`src/rtl/argtok_pkg.sv`:
```
// Package with the character codes, widths and result type of the argument tokenizer.
`default_nettype none

package argtok_pkg;

    // Width of the saturating argument counter.
    localparam int COUNT_WIDTH = 16;

    // Widths of the result fields.
    localparam int BYTE_WIDTH  = 8;
    localparam int TOTAL_WIDTH = 16;
    localparam int TOTAL_MAX   = (1 << TOTAL_WIDTH) - 1;

    // Result queue geometry.
    localparam int QUEUE_DEPTH = 4;
    localparam int QPTR_WIDTH  = $clog2(QUEUE_DEPTH);
    localparam int QCNT_WIDTH  = $clog2(QUEUE_DEPTH + 1);

    // Character codes.
    localparam logic [7:0] CH_NUL       = 8'h00;
    localparam logic [7:0] CH_SEMICOLON = 8'h3B;
    localparam logic [7:0] CH_HASH      = 8'h23;
    localparam logic [7:0] CH_DQUOTE    = 8'h22;
    localparam logic [7:0] CH_SQUOTE    = 8'h27;
    localparam logic [7:0] CH_BACKSLASH = 8'h5C;
    localparam logic [7:0] CH_LF        = 8'h0A;
    localparam logic [7:0] CH_CR        = 8'h0D;
    localparam logic [7:0] CH_SPACE     = 8'h20;
    localparam logic [7:0] CH_TAB       = 8'h09;
    localparam logic [7:0] CH_FF        = 8'h0C;
    localparam logic [7:0] CH_VT        = 8'h0B;

    // One result item as it waits in the output queue.
    typedef struct packed {
        logic [BYTE_WIDTH-1:0]  out_byte;
        logic                   end_of_arg;
        logic                   buffer_done;
        logic [TOTAL_WIDTH-1:0] arg_total;
        logic                   last_of_run;
    } t_result;

endpackage

`default_nettype wire

```
`src/rtl/argument_tokenizer.sv`:
```
// Argument tokenizer: splits a zero-terminated text byte stream into argument bytes and end marks.
// An accepted byte passes from the input register through one pass of the scan logic into the
// result queue, whose head is offered on m_axis.
// Throughput: one byte per cycle while the queue has room for two results; a byte with two
// results takes a second output transfer, absorbed by the four-entry queue or an input stall.
// Reset: i_rst_n is synchronous and active low; it empties the input register and the result
// queue and returns the scanner to between-arguments with a zero argument count.
`default_nettype none

module argument_tokenizer (
    input  wire logic        i_clk,
    input  wire logic        i_rst_n,
    // Input stream.
    input  wire logic        s_axis_tvalid,
    output logic             s_axis_tready,
    input  wire logic [7:0]  s_axis_tdata,   // [7:0] in_byte
    // Result stream.
    output logic             m_axis_tvalid,
    input  wire logic        m_axis_tready,
    output logic [23:0]      m_axis_tdata,   // [7:0] out_byte, [23:8] arg_total
    output logic [1:0]       m_axis_tuser,   // [0] end_of_arg, [1] buffer_done
    output logic             m_axis_tlast    // last_of_run
);

    typedef enum logic [1:0] {
        MODE_BETWEEN = 2'd0,
        MODE_PLAIN   = 2'd1,
        MODE_QUOTED  = 2'd2,
        MODE_COMMENT = 2'd3
    } t_mode;

    localparam int CW = argtok_pkg::COUNT_WIDTH;

    // Input register.
    logic                              r_in_valid;
    logic [7:0]                        r_in_byte;

    // Scanner state.
    t_mode                             r_mode, n_mode;
    logic                              r_qsingle, n_qsingle;
    logic                              r_esc, n_esc;
    logic [CW-1:0]                     r_cnt, n_cnt;

    // Result queue.
    argtok_pkg::t_result               r_queue [argtok_pkg::QUEUE_DEPTH];
    logic [argtok_pkg::QPTR_WIDTH-1:0] r_wr_ptr, r_rd_ptr;
    logic [argtok_pkg::QCNT_WIDTH-1:0] r_qcount;

    // Scan pass signals.
    logic                              proc;
    logic                              pop;
    logic                              pre_bs;
    logic                              esc_hit;
    logic                              m_valid;
    logic [7:0]                        m_byte;
    logic                              m_eoa;
    logic                              m_done;
    logic                              finished;
    logic [CW-1:0]                     cnt_upd;
    logic [31:0]                       old_ext, upd_ext;
    logic [argtok_pkg::TOTAL_WIDTH-1:0] total_old, total_upd;
    logic                              is_space;
    logic                              is_escapable;
    logic [7:0]                        close_quote;
    argtok_pkg::t_result               res0, res1;
    logic [1:0]                        push_n;

    // Character classes of the registered byte.
    always_comb begin
        is_space = (r_in_byte == argtok_pkg::CH_SPACE) || (r_in_byte == argtok_pkg::CH_TAB)
                || (r_in_byte == argtok_pkg::CH_FF)    || (r_in_byte == argtok_pkg::CH_VT)
                || (r_in_byte == argtok_pkg::CH_LF)    || (r_in_byte == argtok_pkg::CH_CR);
        is_escapable = (r_in_byte == argtok_pkg::CH_DQUOTE)
                    || (r_in_byte == argtok_pkg::CH_SQUOTE)
                    || (r_in_byte == argtok_pkg::CH_BACKSLASH);
        close_quote = r_qsingle ? argtok_pkg::CH_SQUOTE : argtok_pkg::CH_DQUOTE;
    end

    // The scan logic runs when the queue has room for two results.
    assign proc          = r_in_valid
                        && (r_qcount <= argtok_pkg::QCNT_WIDTH'(argtok_pkg::QUEUE_DEPTH - 2));
    assign s_axis_tready = !r_in_valid || proc;
    assign pop           = m_axis_tvalid && m_axis_tready;

    // Next scanner state and the results of one byte.
    always_comb begin
        n_mode    = r_mode;
        n_qsingle = r_qsingle;
        n_esc     = r_esc;
        cnt_upd   = r_cnt;
        pre_bs    = 1'b0;
        esc_hit   = 1'b0;
        m_valid   = 1'b0;
        m_byte    = r_in_byte;
        m_eoa     = 1'b0;
        m_done    = 1'b0;
        finished  = 1'b0;

        // A pending backslash either escapes this byte or is emitted on its own.
        if (r_esc) begin
            n_esc = 1'b0;
            if (is_escapable) begin
                esc_hit = 1'b1;
                m_valid = 1'b1;
            end else begin
                pre_bs = 1'b1;
            end
        end

        if (!esc_hit) begin
            case (r_mode)
                MODE_BETWEEN: begin
                    if (r_in_byte == argtok_pkg::CH_NUL) begin
                        m_valid  = 1'b1;
                        m_byte   = argtok_pkg::CH_NUL;
                        m_done   = 1'b1;
                        finished = 1'b1;
                    end else if (is_space) begin
                        n_mode = MODE_BETWEEN;
                    end else if ((r_in_byte == argtok_pkg::CH_SEMICOLON)
                              || (r_in_byte == argtok_pkg::CH_HASH)) begin
                        n_mode = MODE_COMMENT;
                    end else if ((r_in_byte == argtok_pkg::CH_DQUOTE)
                              || (r_in_byte == argtok_pkg::CH_SQUOTE)) begin
                        n_mode    = MODE_QUOTED;
                        n_qsingle = (r_in_byte == argtok_pkg::CH_SQUOTE);
                    end else begin
                        n_mode = MODE_PLAIN;
                        if (r_in_byte == argtok_pkg::CH_BACKSLASH) begin
                            n_esc = 1'b1;
                        end else begin
                            m_valid = 1'b1;
                        end
                    end
                end
                MODE_PLAIN, MODE_QUOTED: begin
                    if ((r_in_byte == argtok_pkg::CH_NUL)
                        || ((r_mode == MODE_PLAIN) && is_space)
                        || ((r_mode == MODE_QUOTED)
                            && ((r_in_byte == argtok_pkg::CH_LF)
                                || (r_in_byte == argtok_pkg::CH_CR)
                                || (r_in_byte == close_quote)))) begin
                        // Close the argument, with end of buffer on a zero byte.
                        if (r_cnt != {CW{1'b1}}) begin
                            cnt_upd = r_cnt + CW'(1);
                        end
                        m_valid  = 1'b1;
                        m_byte   = argtok_pkg::CH_NUL;
                        m_eoa    = 1'b1;
                        m_done   = (r_in_byte == argtok_pkg::CH_NUL);
                        finished = (r_in_byte == argtok_pkg::CH_NUL);
                        n_mode   = MODE_BETWEEN;
                    end else if (r_in_byte == argtok_pkg::CH_BACKSLASH) begin
                        n_esc = 1'b1;
                    end else begin
                        m_valid = 1'b1;
                    end
                end
                MODE_COMMENT: begin
                    if (r_in_byte == argtok_pkg::CH_NUL) begin
                        m_valid  = 1'b1;
                        m_byte   = argtok_pkg::CH_NUL;
                        m_done   = 1'b1;
                        finished = 1'b1;
                    end else if (r_in_byte == argtok_pkg::CH_LF) begin
                        n_mode = MODE_BETWEEN;
                    end
                end
                default: begin
                    n_mode = MODE_BETWEEN;
                end
            endcase
        end

        // End of buffer returns the scanner state to the reset values.
        n_cnt = cnt_upd;
        if (finished) begin
            n_mode    = MODE_BETWEEN;
            n_qsingle = 1'b0;
            n_esc     = 1'b0;
            n_cnt     = '0;
        end
    end

    // Reported totals, clipped to the field width.
    always_comb begin
        old_ext   = 32'(r_cnt);
        upd_ext   = 32'(cnt_upd);
        total_old = (old_ext > 32'(argtok_pkg::TOTAL_MAX)) ?
                    argtok_pkg::TOTAL_WIDTH'(argtok_pkg::TOTAL_MAX) : old_ext[15:0];
        total_upd = (upd_ext > 32'(argtok_pkg::TOTAL_MAX)) ?
                    argtok_pkg::TOTAL_WIDTH'(argtok_pkg::TOTAL_MAX) : upd_ext[15:0];
    end

    // Arrange up to two results in order: the kept backslash comes first.
    always_comb begin
        res1.out_byte    = m_byte;
        res1.end_of_arg  = m_eoa;
        res1.buffer_done = m_done;
        res1.arg_total   = total_upd;
        res1.last_of_run = 1'b1;
        if (pre_bs) begin
            res0.out_byte    = argtok_pkg::CH_BACKSLASH;
            res0.end_of_arg  = 1'b0;
            res0.buffer_done = 1'b0;
            res0.arg_total   = total_old;
            res0.last_of_run = !m_valid;
        end else begin
            res0 = res1;
        end
        push_n = proc ? (2'(pre_bs) + 2'(m_valid)) : 2'd0;
    end

    // Input register, scanner state and queue control.
    always_ff @(posedge i_clk) begin
        if (!i_rst_n) begin
            r_in_valid <= 1'b0;
            r_mode     <= MODE_BETWEEN;
            r_qsingle  <= 1'b0;
            r_esc      <= 1'b0;
            r_cnt      <= '0;
            r_wr_ptr   <= '0;
            r_rd_ptr   <= '0;
            r_qcount   <= '0;
        end else begin
            if (s_axis_tready) begin
                r_in_valid <= s_axis_tvalid;
            end
            if (proc) begin
                r_mode    <= n_mode;
                r_qsingle <= n_qsingle;
                r_esc     <= n_esc;
                r_cnt     <= n_cnt;
            end
            r_wr_ptr <= r_wr_ptr + argtok_pkg::QPTR_WIDTH'(push_n);
            if (pop) begin
                r_rd_ptr <= r_rd_ptr + argtok_pkg::QPTR_WIDTH'(1);
            end
            r_qcount <= r_qcount + argtok_pkg::QCNT_WIDTH'(push_n)
                      - argtok_pkg::QCNT_WIDTH'(pop);
        end
    end

    // Payload registers: input byte and queue entries.
    always_ff @(posedge i_clk) begin
        if (s_axis_tready && s_axis_tvalid) begin
            r_in_byte <= s_axis_tdata;
        end
        if (push_n != 2'd0) begin
            r_queue[r_wr_ptr] <= res0;
        end
        if (push_n == 2'd2) begin
            r_queue[r_wr_ptr + argtok_pkg::QPTR_WIDTH'(1)] <= res1;
        end
    end

    // Result stream from the head of the queue.
    assign m_axis_tvalid = (r_qcount != '0);
    assign m_axis_tdata  = {r_queue[r_rd_ptr].arg_total, r_queue[r_rd_ptr].out_byte};
    assign m_axis_tuser  = {r_queue[r_rd_ptr].buffer_done, r_queue[r_rd_ptr].end_of_arg};
    assign m_axis_tlast  = r_queue[r_rd_ptr].last_of_run;

    // The queue never holds more entries than it has.
    a_queue_bound: assert property (@(posedge i_clk) disable iff (!i_rst_n)
        r_qcount <= argtok_pkg::QCNT_WIDTH'(argtok_pkg::QUEUE_DEPTH))
        else $error("result queue overflow");

    // A registered byte that is not scanned stays for the next cycle.
    a_hold_byte: assert property (@(posedge i_clk) disable iff (!i_rst_n)
        (r_in_valid && !proc) |=> (r_in_valid && $stable(r_in_byte)))
        else $error("registered input byte lost");

    // An escape is pending only inside an argument.
    a_esc_in_arg: assert property (@(posedge i_clk) disable iff (!i_rst_n)
        r_esc |-> ((r_mode == MODE_PLAIN) || (r_mode == MODE_QUOTED)))
        else $error("escape pending outside an argument");

    // End of buffer clears the scanner.
    a_done_clears: assert property (@(posedge i_clk) disable iff (!i_rst_n)
        (proc && finished) |=> ((r_mode == MODE_BETWEEN) && (r_cnt == '0) && !r_esc))
        else $error("scanner not cleared after end of buffer");

    // A byte that pushes two results finds room for both in the queue.
    a_push_room: assert property (@(posedge i_clk) disable iff (!i_rst_n)
        (push_n == 2'd2) |-> (r_qcount <= argtok_pkg::QCNT_WIDTH'(argtok_pkg::QUEUE_DEPTH - 2)))
        else $error("double push without room");

endmodule

`default_nettype wire

```
`config.mk`:
```
export PLATFORM = sky130hd
export DESIGN_NAME = argument_tokenizer
export DESIGN_NICKNAME = d
export VERILOG_FILES = /design/src/rtl/argtok_pkg.sv /design/src/rtl/argument_tokenizer.sv
export SDC_FILE = /design/constraint.sdc
export NUM_CORES = 1
export LEC_CHECK = 0
export CORE_MARGIN = 1
export CORE_UTILIZATION = 69
export DETAILED_ROUTE_END_ITERATION = 12
export DONT_BUFFER_PORTS = 1
export GPL_ROUTABILITY_DRIVEN = 1
export PLACE_DENSITY_LB_ADDON = 0.1
export SLEW_MARGIN = 20
export SYNTH_ARGS = -nofsm -noshare
export SYNTH_HDL_FRONTEND = slang
export SYNTH_SLANG_ARGS = --single-unit
```
`constraint.sdc`:
```
create_clock -name i_clk -period 11.2 [get_ports i_clk]
set_clock_uncertainty 0.05 [all_clocks]
set_input_delay 2.24 -clock i_clk [delete_from_list [all_inputs] [get_ports i_clk]]
set_output_delay 2.24 -clock i_clk [all_outputs]
set_load 0.03 [all_outputs]
```
After elaboration in Yosys (flattened, before gate mapping)
Memory sizes are Yosys's and may differ from the RTL's. A register that Yosys moved wholly into a read port is not among the register bits.
Cells that the tools add are included.
W data, S select, Z words.
Cells by class
  equal/unequal tests: 25
  add/subtract/negate cells: 7
  magnitude comparators: 1
  reductions and logical operators: 30
  muxes and demuxes: 63
Operators by type and width (number)
  $mux W16: 5
  $eq A8 B4 Y1 const B: 5
  $eq A8 B6 Y1 const B: 5
  $mux W1: 36
  $mux W27: 1
  $mux W2: 12
  $mux W8: 3
  $add A16 B1 Y16 const B: 1
  $ne A16 B16 Y1 const B: 1
  $pmux W8 S2: 1
  $logic_or A1 B1 Y1: 13
  $ne A3 B3 Y1 const B: 4
  $eq A8 B6 Y1: 1
  $eq A8 B7 Y1 const B: 1
  $logic_not A8 Y1: 1
  $reduce_and A7 Y1: 1
  $eq A2 B2 Y1 const B: 3
  $ne A2 B2 Y1 const B: 3
  $pmux W2 S3: 1
  $reduce_and A6 Y1: 1
  $reduce_bool A2 Y1: 3
  $logic_and A1 B1 Y1: 5
  $add A2 B1 Y2 const B: 2
  $pmux W1 S2: 2
  13 further kinds: 15
Word-level totals
  output and inout bits: 29
  memories: 1
  bits of input ports: 12
  flip-flop bits (word level): 36
  RAM bits: 108
Memories
  r_queue: words 4, bits a word 27, rd ports 1, clocked after Yosys merged registers in 1, wr ports 2, RTL line argument_tokenizer.sv:45  | argtok_pkg::t_result r_queue [argtok_pkg::QUEUE_DEPTH];

Logic depth before layout (Yosys ltp)
Gate-level depths: netlist (run 1).
  depth in word-level cells: 17
  mapped depth: 18

Worst setup path after synthesis (run 1)
Ideal clock, no wire load.
  kind: reg2out
  start point: register with a tool-made name
  end point: output m_axis_tdata[0]
  arrival: 1.962 ns
  buffers on the path: 2
  setup slack: 6.948 ns
  stages on the path, launching flop included: 4
  cell sequence: dfxtp_1 -> clkbuf_1 -> buf_1 -> mux4_2
RTL lines
  end, declared: RTL line argument_tokenizer.sv:20  | output logic [23:0] m_axis_tdata,

==> results of run 1 <==
[cells in the mapped netlist (6+ instances only)]
cell	number
edfxtp_1	112
o21ai_0	42
ha_1	11
mux4_2	27
nor2_1	56
nor3_1	13
or3_1	9
inv_1	24
a311oi_1	15
and2_1	14
a21oi_1	91
dfxtp_1	34
nand3_1	37
nand2_1	57
clkbuf_1	44
nand4_1	21
xnor2_1	6
buf_2	8
a31oi_1	18
[where the power goes]
| part | switching (mW) | internal (mW) | total [mW] |
|---|---|---|---|
| Sequential | 0.0484 | 0.622 | 0.671 |
| Combinational | 0.218 | 0.117 | 0.335 |
| Clock | 0.220 | 0.423 | 0.643 |
| Total | 0.486 | 1.16 | 1.65 |
[metal layers]
metal,vias up,share of wire,track usage
met5,-,0,0
met4,0,0.045,0.204
met3,95,0.13,0.107
met2,545,0.47,0.604
met1,3102,0.36,0.498
li1,2797,-,-
[registers in the layout (all words and copies together), names as in the netlist, named ones only]
name,flops
r_in_byte,8
r_queue,108
r_qcount,3
r_wr_ptr,2
r_mode,2
r_in_valid,1
r_esc,1
r_qsingle,1
r_cnt,16
r_rd_ptr,2
[layout make-up]
class | instances | area share
sequential | 146 | 0.471
inverter | 25 | 0.0109
clock inverter | 7 | 0.0163
clock buffer | 25 | 0.0626
multi-input combinational | 514 | 0.410
timing repair buffer | 10 | 0.00873
tap | 140 | 0.0204
[worst reg2reg max path: stages, from the launching register on]
cell and delay (ps):
edfxtp_1 520, or3_4 450, or4b_1 600, nand3_1 280
inv_1 260, ha_1 500, nor2_1 100, nor2_1 360
nand2_1 560, inv_1 680, buf_4 360, a32o_1 210
[worst paths after layout]
| check | end | slack, ps | cells past startpoint |
|---|---|---|---|
| max | r_queue[2][13]$_DFFE_PP_ | 6140 | 11 |
| min | r_queue[1][0]$_SDFFE_PP1N_ | 410 | 1 |
| max reg2reg | r_queue[2][13]$_DFFE_PP_ | 6140 | 11 |
| min reg2reg | r_queue[1][0]$_SDFFE_PP1N_ | 410 | 1 |
[cell families after synthesis]
| group | after synthesis | synth area share |
|---|---|---|
| muxes | 30 | 0.0811 |
| and+or+nand+nor | 244 | 0.159 |
| buffers and inverters | 82 | 0.0417 |
| xor gates and xnor gates | 7 | 0.00778 |
| adders and majority gates | 12 | 0.0200 |
| DFF | 146 | 0.513 |
| AOI/OAI and AO/OA | 221 | 0.178 |
==> summary.md, run 1 <==
| Metric | Value |
|---|---|
| Dpl cell area | `7920 um^2` |
| Least-Margin Pin Slew | `1060 ps` |
| Antenna diodes | `0` |
| Arr. time, crit path | `5310 ps` |
| Area of the multi-input gates | `3530 um^2` |
| CP bufs+invs | `3` |
| Pleak | `2.64 nW` |
| Initial antenna violation count | `0` |
| Final nets | `738` |
| Clock sink total | `146` |
| Synth area leader | `edfxtp_1` |
| Vias per cell | `7.54` |
| Total Power | `1.65 mW` |
| Fin crit share | `0.452` |
| Slowest library cell on the worst path | `inv_1` |
| Cts hold-fix bufs | `0` |
| Initial core utilization | `0.718` |
| Root buffer cell | `clkbuf_16` |
| CTS H-Tree Depth | `4` |
| Post-Syn Area | `7880 um^2` |
| PD cells | `192 nW/um^2` |
| Post-route cell area | `8600 um^2` |
| Die X | `109 um` |
| Most common cell after layout, fill and taps aside | `edfxtp_1` |
| Worst R2R Start | `r_in_byte[7]$_DFFE_PP_` |
| Setup TNS | `0 ps` |
| Fillers | `665` |
| Number of gates resized after CTS | `0` |
| Port Buffers | `0` |
| Synth Warn # | `0` |
| Main synth FF type | `edfxtp_1` |
| CP required | `11,450 ps` |
| Critical-path cell list | `or3_4 -> or4b_1 -> nand3_1 -> inv_1 -> ha_1 -> nor2_1 -> nor2_1 -> nand2_1 -> inv_1 -> buf_4 -> a32o_1` |
| Row count | `38` |
| Post-synth net total | `766` |
| Tmin final | `5060 ps` |
| Yosys top cell area share | `0.427` |
| Die Ht | `109 um` |
| DIE AREA | `11,900 um^2` |
| Final cell count without fillers | `867` |
| Seq. cell area | `4050 um^2` |
| Crit start category | `register` |
| CP Max Fanout | `16` |
| Status | `completed` |
| DRT Pass-1 Iters | `6` |
| Dpl hpwl | `14,000 um` |
| First DRT Iteration DRCs | `932` |
| Ports | `41` |
| Synth area leaders | `edfxtp_1 (43%), dfxtp_1 (8.6%), mux4_2 (7.7%)` |
| Setup violators final | `0` |
| Hold_ws | `409 ps` |
| First-pass GRT wire length | `33,300 um` |
| Maximum vdd ir drop | `0.181 mV` |
| Crit. End Element | `register` |
| Distinct cell type count after synthesis | `72` |
| Synth Register Bits | `146` |
| Slew Viols, Final | `0` |
| Final-report hold violation count | `0` |
| Vias | `6,539` |
| Pin count of the biggest net entering global routing | `28` |
| Core area | `11,000 um^2` |
| RSZ-0062 raised after global routing | `no` |
| Number of global-route vias before repair | `6,131` |
| Reg clk slew, reported paths | `60 ps` |
| Post-Route WL | `21,900 um` |
| Post-synth EDFFs | `112` |
| Avg WL per Cell | `25.2 um` |
| Grt ovf | `0` |
| Worst-Skew Late Latency | `440 ps` |
| TritonCTS clock tree | `built` |
| Synth Area per Inst | `10.6 um^2` |
| Setup repair bufs after CTS | `0` |
| Crit Path Category | `register to register` |
| Post-route ant nets | `0` |
| Max Root-Sink Buffers | `2` |
| Max cap viols | `0` |
| Tot GR Track Use | `0.389` |
| Top delay family on crit path | `simple AND/OR/NAND/NOR gates` |
| Max Clock Freq | `0.198 GHz` |
| Layout cell share with drive strength beyond 1 | `0.117` |
| Crit path from | `r_in_byte[7]$_DFFE_PP_` |
| DP Cell Count | `835` |
| Relative slew margins | `0.291` |
| Register area share after synthesis | `0.513` |
| Final Util | `0.783` |
| CP peak stage delay | `680 ps` |
| DP Worst Slack | `6400 ps` |
| HP Start | `r_queue[1][0]$_SDFFE_PP1N_` |
| Async SR Flop Fraction | `0` |
| Final WS setup | `6140 ps` |
| Worst min path class | `register to register` |
| Layout overhead on the synthesized area | `9.08%` |
| Inserted Clock Buffers | `17` |
| Gpl congestion | `0.967` |
| Most frequent cells in the layout | `edfxtp_1 (112), a21oi_1 (91), nand2_1 (57)` |
| # DRC | `0` |
| Gate Count Post-Synth | `742` |
No activity file was read; power rests on OpenSTA's default activity.
==> inputs of run 2 (changes only) <==
- CORE_UTILIZATION: 69 -> 58
- clock period: 11.2 -> 4.6 ns (I/O delays scaled with it)
==> run 2 against run 1 <==
Compared with the run above:
- utilization fell by 13 points
- first-iteration DRC count fell by 17%
- sequential cell count did not move
- power rose by 130%
- worst setup slack got worse by 5800 ps
- sequential power rose by 140%
- register-to-register slack got worse by 5800 ps
- combinational power rose by 140%
- critical endpoint is now r_qcount[2]$_SDFF_PN0_
- largest power group unchanged
==> summary.md, run 2 (synthesis results as in run 1) <==
| Metric | Value |
|---|---|
| Least-Margin Pin Slew | `980 ps (-83.1 ps)` |
| Avg WL per Cell | `23.0 um (-8.7%)` |
| Maximum vdd ir drop | `0.370 mV (+100%)` |
| Reg with most FFs | `r_queue` |
| Relative slew margins | `0.344 (+0.0530)` |
| Most common cell after layout, fill and taps aside | `edfxtp_1` |
| Reg clk slew, reported paths | `60 ps (about the same)` |
| First-pass GRT wire length | `33,000 um (-1.1%)` |
| Vias per cell | `6.88 (-8.7%)` |
| Layout overhead on the synthesized area | `9.93%` |
| Max Root-Sink Buffers | `2 (unchanged)` |
| Fin crit share | `0.928 (+0.476)` |
| Setup TNS | `0 ps (unchanged)` |
| Vias | `6,305 (-3.6%)` |
| CTS H-Tree Depth | `4 (unchanged)` |
| Row count | `42 (+11%)` |
| Worst min path class | `register to register` |
| Total Power | `3.79 mW (+130%)` |
| Max FFs per register | `108 (unchanged)` |
| DIE AREA | `14,100 um^2 (+19%)` |
| Number of gates resized after CTS | `0 (unchanged)` |
| Final-report hold violation count | `0 (unchanged)` |
| Ports | `41 (unchanged)` |
| RSZ-0062 raised after global routing | `no` |
| TritonCTS clock tree | `built` |
| Clock sink total | `146 (unchanged)` |
| Status | `completed` |
| Pin count of the biggest net entering global routing | `28 (unchanged)` |
| Gpl congestion | `0.968 (+0.14%)` |
| Root buffer cell | `clkbuf_16` |
| Slew Viols, Final | `0 (unchanged)` |
| Met2 Use GR | `0.485 (-0.120)` |
| DRT Pass-1 Iters | `5 (-1)` |
| R2R Setup Slk | `330 ps (-5810 ps)` |
| Dpl hpwl | `14,100 um (+0.91%)` |
| Dpl cell area | `8090 um^2 (+2.1%)` |
| CP required | `4850 ps (-6600 ps)` |
| Top flop regs | `r_queue: 108 flops, r_cnt: 16 flops, r_in_byte: 8 flops` |
| Grt ovf | `0 (unchanged)` |
| GR peak layer | `met2` |
| Final Util | `0.654 (-0.129)` |
| M1 GR Usage | `0.408 (-0.0900)` |
| Die X | `119 um (+8.9%)` |
| RR Endpoint | `r_qcount[2]$_SDFF_PN0_` |
| Crit Path Category | `register to register` |
| Post-route cell area | `8670 um^2 (+0.79%)` |
| Worst R2R Start | `r_in_byte[3]$_DFFE_PP_` |
| Max Clock Freq | `0.234 GHz (+19%)` |
| Port Buffers | `0 (unchanged)` |
| Setup violators final | `0 (unchanged)` |
| Worst-Skew Late Latency | `430 ps (about the same)` |
| CP Max Fanout | `12 (-4)` |
| Pleak | `2.65 nW (+0.35%)` |
| Crit. End Element | `register` |
| Crit start category | `register` |
| Tot GR Track Use | `0.314 (-0.0750)` |
| Final nets | `751 (+1.8%)` |
| PD cells | `438 nW/um^2 (+130%)` |
| Post-Route WL | `21,100 um (-3.5%)` |
| Arr. time, crit path | `4510 ps (-800 ps)` |
| Number of global-route vias before repair | `5,994 (-2.2%)` |
| First DRT Iteration DRCs | `774 (-17%)` |
| Hold_ws | `412 ps (+3.45 ps)` |
| Most frequent cells in the layout | `edfxtp_1 (112), a21oi_1 (91), nand2_1 (57)` |
| Setup crit end | `r_qcount[2]$_SDFF_PN0_` |
| Max cap viols | `0 (unchanged)` |
| Cts hold-fix bufs | `0 (unchanged)` |
| Crit path from | `r_in_byte[3]$_DFFE_PP_` |
| # DRC | `0 (unchanged)` |
| R2r worst-path depth | `16 (+5)` |
| Post-route ant nets | `0 (unchanged)` |
| Core area | `13,200 um^2 (+21%)` |
| Setup repair bufs after CTS | `0 (unchanged)` |
| Layout cell share with drive strength beyond 1 | `0.136 (+0.0196)` |
| Inserted Clock Buffers | `17 (unchanged)` |
| Initial core utilization | `0.595 (-0.122)` |
| Tmin final | `4270 ps (-793 ps)` |
| Antenna diodes | `0 (unchanged)` |
| Met3 GRT Util | `0.0796 (-0.0274)` |
| Die Ht | `119 um (+8.9%)` |
| Initial antenna violation count | `0 (unchanged)` |
==> run 2: final cells by class <==
| class | instances | area (um^2) |
|---|---|---|
| Fill cell | 1024 | 4580 |
| Sequential cell | 146 | 4050 |
| Multi-Input combinational cell | 514 | 3520 |
| Clock buffer | 17 | 425 |
| Tap cell | 176 | 220 |
| Timing Repair Buffer | 23 | 210 |
| Clock inverter | 15 | 151 |
| Inverter | 25 | 93.8 |
==> run 2: worst min path at each step <==
stage,endpoint,depth (start not counted),from
finish,r_queue[2][0]$_SDFFE_PP1P_,1,r_queue[2][0]$_SDFFE_PP1P_
global route,r_queue[1][0]$_SDFFE_PP1N_,1,r_queue[1][0]$_SDFFE_PP1N_
CTS,r_queue[2][0]$_SDFFE_PP1P_,1,r_queue[2][0]$_SDFFE_PP1P_
detailed placement,r_queue[2][0]$_SDFFE_PP1P_,1,r_queue[2][0]$_SDFFE_PP1P_
global placement,r_queue[1][0]$_SDFFE_PP1N_,1,r_queue[1][0]$_SDFFE_PP1N_
floorplan,r_queue[2][0]$_SDFFE_PP1P_,1,r_queue[2][0]$_SDFFE_PP1P_
==> run 2: worst max-delay path: stages, from the launching register on <==
cell	delay (ps)
edfxtp_1	540
or3_1	420
a2111oi_0	710
nor2_1	150
mux2i_1	180
o211ai_1	120
ha_1	440
and3_1	220
inv_1	50
ha_1	260
inv_1	60
ha_1	140
inv_1	50
fa_1	370
xnor2_1	180
xnor2_1	160
nor2_1	50
==> run 2: power breakdown <==
part	switching [mW]	leakage (nW)	total, mW	internal (mW)
Clock	0.590	0.272	1.35	0.758
Combinational	0.526	1.10	0.819	0.294
Sequential	0.114	1.28	1.63	1.51
Total	1.23	2.65	3.79	2.57
==> run 2: stage by stage <==
step,worst slack (ps),std cells
floorplan,690,742
global placement,529,884
detailed placement,378,884
CTS,357,916
global route,66.6,916
finish,333,916
==> run 2: per-layer routing <==
| metal | wire [um] | share of wire |
|---|---|---|
| met1 | 8070 | 0.38 |
| met2 | 10000 | 0.47 |
| met3 | 2220 | 0.11 |
| met4 | 786 | 0.037 |
| met5 | 0 | 0 |
